===== src/rtl/nearest_palette_color_search_core_macros.svh =====
// Assertion macros for the nearest palette color search core.
// Included by the RTL files that carry concurrent assertions; no other dependencies.
`ifndef NEAREST_PALETTE_COLOR_SEARCH_CORE_MACROS_SVH
`define NEAREST_PALETTE_COLOR_SEARCH_CORE_MACROS_SVH

// Same-cycle implication, checked outside reset.
`define NPCS_ASSERT_IMP(lbl, clk, rst_n, ante, cons, msg) \
    lbl: assert property (@(posedge clk) disable iff (!(rst_n)) (ante) |-> (cons)) \
        else $error(msg);

// Next-cycle implication, checked outside reset.
`define NPCS_ASSERT_NXT(lbl, clk, rst_n, ante, cons, msg) \
    lbl: assert property (@(posedge clk) disable iff (!(rst_n)) (ante) |=> (cons)) \
        else $error(msg);

`endif


===== src/rtl/npcs_pkg.sv =====
// Shared types, constants and helper functions for the nearest palette color search.
// Used by npcs_dist_unit and nearest_palette_color_search_core; depends on nothing.
`timescale 1ns / 1ps

package npcs_pkg;

    // Field widths of the input and result beats.
    localparam int COLOR_W   = 24;
    localparam int CHAN_W    = 8;
    localparam int SQ_W      = 2 * CHAN_W;
    localparam int DIST_W    = 18;
    localparam int INDEX_W   = 8;
    localparam int COUNT_W   = 9;

    // Default palette depth and reset value of the entry count register.
    localparam int               PALETTE_DEPTH_DEF = 256;
    localparam logic [COUNT_W-1:0] COUNT_RESET     = 9'd16;

    // Command codes carried by an input beat.
    typedef enum logic {
        CMD_LOAD  = 1'b0,
        CMD_QUERY = 1'b1
    } cmd_t;

    // Sequencer states.
    typedef enum logic [1:0] {
        ST_IDLE,
        ST_SCAN,
        ST_FINISH
    } state_t;

    // Absolute difference of two color channels.
    function automatic logic [CHAN_W-1:0] chan_absdiff(input logic [CHAN_W-1:0] a,
                                                       input logic [CHAN_W-1:0] b);
        return (a > b) ? (a - b) : (b - a);
    endfunction

endpackage


===== src/rtl/npcs_dist_unit.sv =====
// Two-stage squared Euclidean distance unit for one pair of RGB colors.
// Depends on npcs_pkg for widths and the channel difference helper.
`timescale 1ns / 1ps

module npcs_dist_unit (
    input  logic                          aclk,
    input  logic                          aresetn,
    input  logic                          in_valid,
    input  logic [npcs_pkg::COLOR_W-1:0]  color_a,
    input  logic [npcs_pkg::COLOR_W-1:0]  color_b,
    output logic                          out_valid,
    output logic [npcs_pkg::DIST_W-1:0]   distance
);

    logic [npcs_pkg::CHAN_W-1:0] diff_r, diff_g, diff_b;
    logic [npcs_pkg::SQ_W-1:0]   sq_r_reg, sq_g_reg, sq_b_reg;
    logic                        sq_valid_reg;
    logic [npcs_pkg::DIST_W-1:0] sum_reg;
    logic                        sum_valid_reg;

    // Per-channel absolute differences.
    assign diff_r = npcs_pkg::chan_absdiff(color_a[23:16], color_b[23:16]);
    assign diff_g = npcs_pkg::chan_absdiff(color_a[15:8], color_b[15:8]);
    assign diff_b = npcs_pkg::chan_absdiff(color_a[7:0], color_b[7:0]);

    // Stage one squares each channel difference.
    always_ff @(posedge aclk) begin
        sq_r_reg <= diff_r * diff_r;
        sq_g_reg <= diff_g * diff_g;
        sq_b_reg <= diff_b * diff_b;
    end

    // Stage two adds the three squares.
    always_ff @(posedge aclk) begin
        sum_reg <= npcs_pkg::DIST_W'(sq_r_reg) + npcs_pkg::DIST_W'(sq_g_reg)
                 + npcs_pkg::DIST_W'(sq_b_reg);
    end

    // Valid flags follow the data through both stages.
    always_ff @(posedge aclk) begin
        if (!aresetn) begin
            sq_valid_reg  <= 1'b0;
            sum_valid_reg <= 1'b0;
        end else begin
            sq_valid_reg  <= in_valid;
            sum_valid_reg <= sq_valid_reg;
        end
    end

    assign out_valid = sum_valid_reg;
    assign distance  = sum_reg;

endmodule


===== config.mk =====
export PLATFORM = sky130hd
export DESIGN_NAME = npcs_dist_unit
export DESIGN_NICKNAME = d
export VERILOG_FILES = /design/src/rtl/nearest_palette_color_search_core_macros.svh /design/src/rtl/npcs_pkg.sv /design/src/rtl/npcs_dist_unit.sv
export SDC_FILE = /design/constraint.sdc
export NUM_CORES = 1
export LEC_CHECK = 0
export BUFFER_PORTS_ARGS = -buffer_cell sky130_fd_sc_hd__buf_4
export CAP_MARGIN = 20
export CORE_MARGIN = 2
export CORE_UTILIZATION = 40
export DETAILED_ROUTE_END_ITERATION = 8
export GPL_ROUTABILITY_DRIVEN = 0
export GPL_TIMING_DRIVEN = 0
export PLACE_DENSITY = 0.61
export SLEW_MARGIN = 15
export SYNTH_ARGS = -nofsm -noshare
export SYNTH_HDL_FRONTEND = slang
export SYNTH_SLANG_ARGS = --single-unit

===== constraint.sdc =====
create_clock -name aclk -period 15.34 [get_ports aclk]
set_input_delay 3.068 -clock aclk [delete_from_list [all_inputs] [get_ports aclk]]
set_output_delay 3.068 -clock aclk [all_outputs]
set_load 0.005 [all_outputs]

After elaboration in Yosys (flattened, before gate mapping). Cells that the tools add are included.

Logic and storage cells: 23. Register bits after elaboration: 68. Input bits: 51.

Magnitude comparators: 3. Add/subtract/negate cells: 8. Multiply operators: 3. Multiplexer cells: 3.

Operator list (number): $mul A8 B8 Y16 (3); $sub A8 B8 Y8 (6); $gt A8 B8 Y1 (3); $mux W8 (3); $add A17 B16 Y18 (1); $add A16 B16 Y17 (1).

Logic depth before layout (Yosys ltp).
Word-level depth: 3. Depth in mapped cells: 27. Depth with buffers taken out: 26.

Least setup slack after synthesis. Ideal clock, no wire load.

Kind: input to register. Start point: in color_a[16] in the netlist's numbering. End point: reg sq_r_reg[12] in the netlist's numbering. Path buffers: 1. Library setup time: 134 ps. Data arrival time: 8588 ps. Stages: 26. Data required time: 15206 ps. Slack: 6618 ps. Cell sequence: inv_1 ha_1 inv_1 fa_1 a21o_1 a221oi_4 a21oi_4 mux2i_1 xnor2_1 buf_2 nor2_1 inv_1 fa_1 inv_1 fa_1 inv_1 fa_1 fa_1 inv_1 ha_1 inv_1 nor2_1 o31a_1 o22ai_1 and4b_1 or4b_1.

Longest elaborated chain between the ends: 3. Elaborated cells between the ends (all ways): 5. Classes of those cells: 2 x add/sub; 1 x mul; 1 x order compare; 1 x mux.

Ends and longest elaborated chain: from (decl) (line npcs_dist_unit.sv:9) `input logic [npcs_pkg::COLOR_W-1:0] color_a,`; $sub A8 B8 Y8 / $gt A8 B8 Y1 (equally long branches) (line npcs_pkg.sv:35) `return (a > b) ? (a - b) : (b - a);`; $mux W8 * (line npcs_pkg.sv:35); $mul A8 B8 Y16 * (line npcs_dist_unit.sv:28) `sq_r_reg <= diff_r * diff_r;`; to (signal assigned) (line npcs_dist_unit.sv:28); to (decl) (line npcs_dist_unit.sv:16) `logic [npcs_pkg::SQ_W-1:0] sq_r_reg, sq_g_reg, sq_b_reg;`.

Every way passes the cells marked *; elsewhere a longest branch is shown, timed or not. A chain may end at the register's enable or synchronous reset.

Worst setup path in the final report. Ends and elaborated chain as after synthesis.

==> impl_metrics.csv <==
group,metric,value,unit
status,status,"complete, no violations",
global_route,grt_max_degree,13,
sta,finClkSkew,9.11,ps
detailed_routing,drc_errors,0,
sta,max_freq,110,MHz
min_path,hp-start,"sq_valid_reg",
setup_path,r2r-start,"sq_r_reg[3]",
clocking,cts_tree,"yes",
logic_synthesis,syn_area,9290,um2
clocking,cts.clk_slew.worst_paths,50,ps
detailed_routing,num_vias,6604,
clocking,postCtsHoldBufs,0,
sta,slew_viol_final,0,
setup_path,cp.arrival,9310,ps
detailed_routing,wl_per_cell,11.9,um
floorplan,rows,55,
logic_synthesis,synth-seq-area-share,14.0,%
clocking,clock_sinks,65,
logic_synthesis,syn_area_per_cell,9.13,um2
sta,setup_viol,0,
setup_path,r2r_cells,9,
setup_path,cp-start-kind,"input pin",
min_path,min_path_cells,1,
logic_synthesis,synth_edf_count,0,
cells_and_area,antennaDiodeCount,0,
floorplan,die_w,156,um
run,maxCapViolCount,0,
logic_synthesis,syn_inst,1017,
logic_synthesis,yosys_warnings,0,
sta,tightest_slew,767,ps
detailed_routing,avgViaCountPerCell,4.75,
logic_synthesis,synth_top_cell_by_area,"fa_1",
global_route,grt_antenna_before_repair,0,
setup_path,crit_path_end_kind,"register",
logic_synthesis,synth_flop_cell,"dfxtp_1",
global_route,grt_pass1_wl,29300,um
floorplan,boundaryPins,70,
logic_synthesis,yosys-top-cells-area,"fa_1 (21%), ha_1 (20%), dfxtp_1 (14%)",
global_route,grtUsageMet1,20.0,%
detailed_routing,ant_nets,0,
clocking,cts_root_buf,"clkbuf_16",
floorplan,core,22700,um2
detailed_routing,wl,16500,um
clocking,cts-resized-gates,0,
detailed_routing,dr.pass1.iters,4,
cells_and_area,largest_reg_flops,18,
sta,period_share,59.5,%
setup_path,cp.required,15530,ps
sta,rsz0062_at_grt,"false",
setup_path,worst-setup-path-type,"input pin to register",
setup_path,path_max_fanout,9,
logic_synthesis,async_reset_ff_share,0,%
floorplan,die_area,24400,um2
placed_design,post-dp-hpwl,14200,um
global_route,gr-usage-all-layers,14.3,%
cells_and_area,drive_gt1_share,13.7,%
sta,finalHoldViolations,0,
global_route,use_met3,2.38,%
clocking,clk-insertion-delay-late,330,ps
logic_synthesis,synth-seq-cells,65,
sta,fin_crit,9120,ps
cells_and_area,layout.nets,1397,
global_route,grt_pass1_vias,6478,
min_path,holdCritPathClass,"register to register",
global_route,grt_busiest_layer,"met2",
logic_synthesis,ys_types,66,
sta,final.setup.tns,0,ps
placed_design,numPortBuffers,69,
cells_and_area,fillers,2231,
detailed_routing,initialDrtViolationCount,252,
clocking,postCtsSetupRepairBufs,0,
clocking,htree_levels,3,
floorplan,start_util,40.9,%
global_route,grt_overflow_total,0,
floorplan,fp.dieH,156,um
sta,slew_headroom,48.5,%
setup_path,regToRegEndpoint,"distance[14]",
min_path,hold_path_end,"out_valid",
clocking,clock_path_buffers,2,
logic_synthesis,synth_top_area_share,20.9,%
setup_path,reg2reg_slack,12360,ps
clocking,cts_made_buffers,9,
global_route,grtUsageMet2,24.0,%
cells_and_area,syn_to_final_growth,12.8,%
[Yosys cell counts (all sizes together) (8+ instances only)]
master and number:
buf 14, a21o 32, o21ai 21, nand2 30
inv 201, fa 97, ha 149, mux2i 19
nor2 102, dfxtp 65, or2 19, nand2b 10
nand3b 8, xnor2 51, a21oi 64, a31oi 8
nand4 9, xor2 25, nor3 13
[worst max-delay path, cell delays in order]
cell      delay (ps)
buf_4            110
inv_1             50
ha_1             170
inv_1             60
fa_1             430
a21o_1           250
a221oi_4         340
a21oi_4          180
mux2i_1          260
xor2_2           410
or2_1            220
inv_1             70
fa_1             450
fa_1             490
ha_1             280
inv_1             40
fa_1             470
inv_1             40
ha_1             300
a21oi_1          230
nor2b_1          100
o31a_1           260
o22ai_1          340
nor4b_1          100
or4b_1           560
[routing by layer]
metal / share of wire, % / vias to the layer above
met5: 0 / -
met4: 0.53 / 0
met3: 3.0 / 9
met2: 46 / 72
met1: 51 / 3069
li1: - / 3454
[placed cells by master, fill, tap and decap left out, types with 7 or more instances in the layout]
master,count
or2_2,13
nand3b_1,8
nor3_1,13
fa_1,97
inv_1,199
a31oi_1,7
nor2_1,96
clkbuf_16,9
dfxtp_1,65
nand4_1,8
ha_1,149
o21ai_0,21
mux2i_1,15
xor2_1,19
a21o_1,32
nand2_1,30
a21oi_1,59
buf_4,75
xnor2_1,46
nand2b_1,10
[cells by family after synthesis]
kind of cell,share of synthesized area [%]
muxes,2.49
adders and majority gates,41.0
buffers and inverters,9.53
and+or+nand+nor,11.6
other,0.0404
AOI/OAI and AO/OA,12.8
DFF,14.0
xor gates and xnor gates,8.54
[worst max path at each step]
stage / start / end / slack [ps] / cells after the start
5_1_grt: color_a[16] / sq_r_reg[12] / 5840 / 25
3_5_place_dp: color_a[16] / sq_r_reg[12] / 5830 / 25
2_1_floorplan: color_a[16] / sq_r_reg[12] / 6620 / 26
4_1_cts: color_a[16] / sq_r_reg[12] / 6170 / 25
3_3_place_gp: color_a[16] / sq_r_reg[12] / 5920 / 25
6_report: color_a[16] / sq_r_reg[12] / 6220 / 25
[metrics by stage]
stage | utilization [%] | area [um2] | hold WS (ps) | instances | worst slack [ps]
6_report | 46.1 | 10500 | 429 | 1390 | 6220
5_1_grt | 46.1 | 10500 | 454 | 1390 | 5840
4_1_cts | 46.1 | 10500 | 433 | 1389 | 6170
3_5_place_dp | 44.8 | 10200 | 419 | 1373 | 5830
3_3_place_gp | 44.8 | 10200 | 430 | 1373 | 5920
2_1_floorplan | - | 9290 | 412 | 1019 | 6620
[final cells by class]
| class | count | area [um2] | share of cell area [%] |
|---|---|---|---|
| Clock inverter | 7 | 71.3 | 0.681 |
| Timing Repair Buffer | 70 | 526 | 5.02 |
| Sequential cell | 65 | 1300 | 12.4 |
| Multi-Input combinational cell | 733 | 7110 | 67.9 |
| Tap cell | 285 | 357 | 3.41 |
| Clock buffer | 9 | 225 | 2.15 |
| Buffer | 20 | 130 | 1.24 |
| Inverter | 201 | 754 | 7.21 |
Power is left out: the tool's default activity adds up to more than one toggle a clock period on the data nets, which glitch-free logic cannot reach.
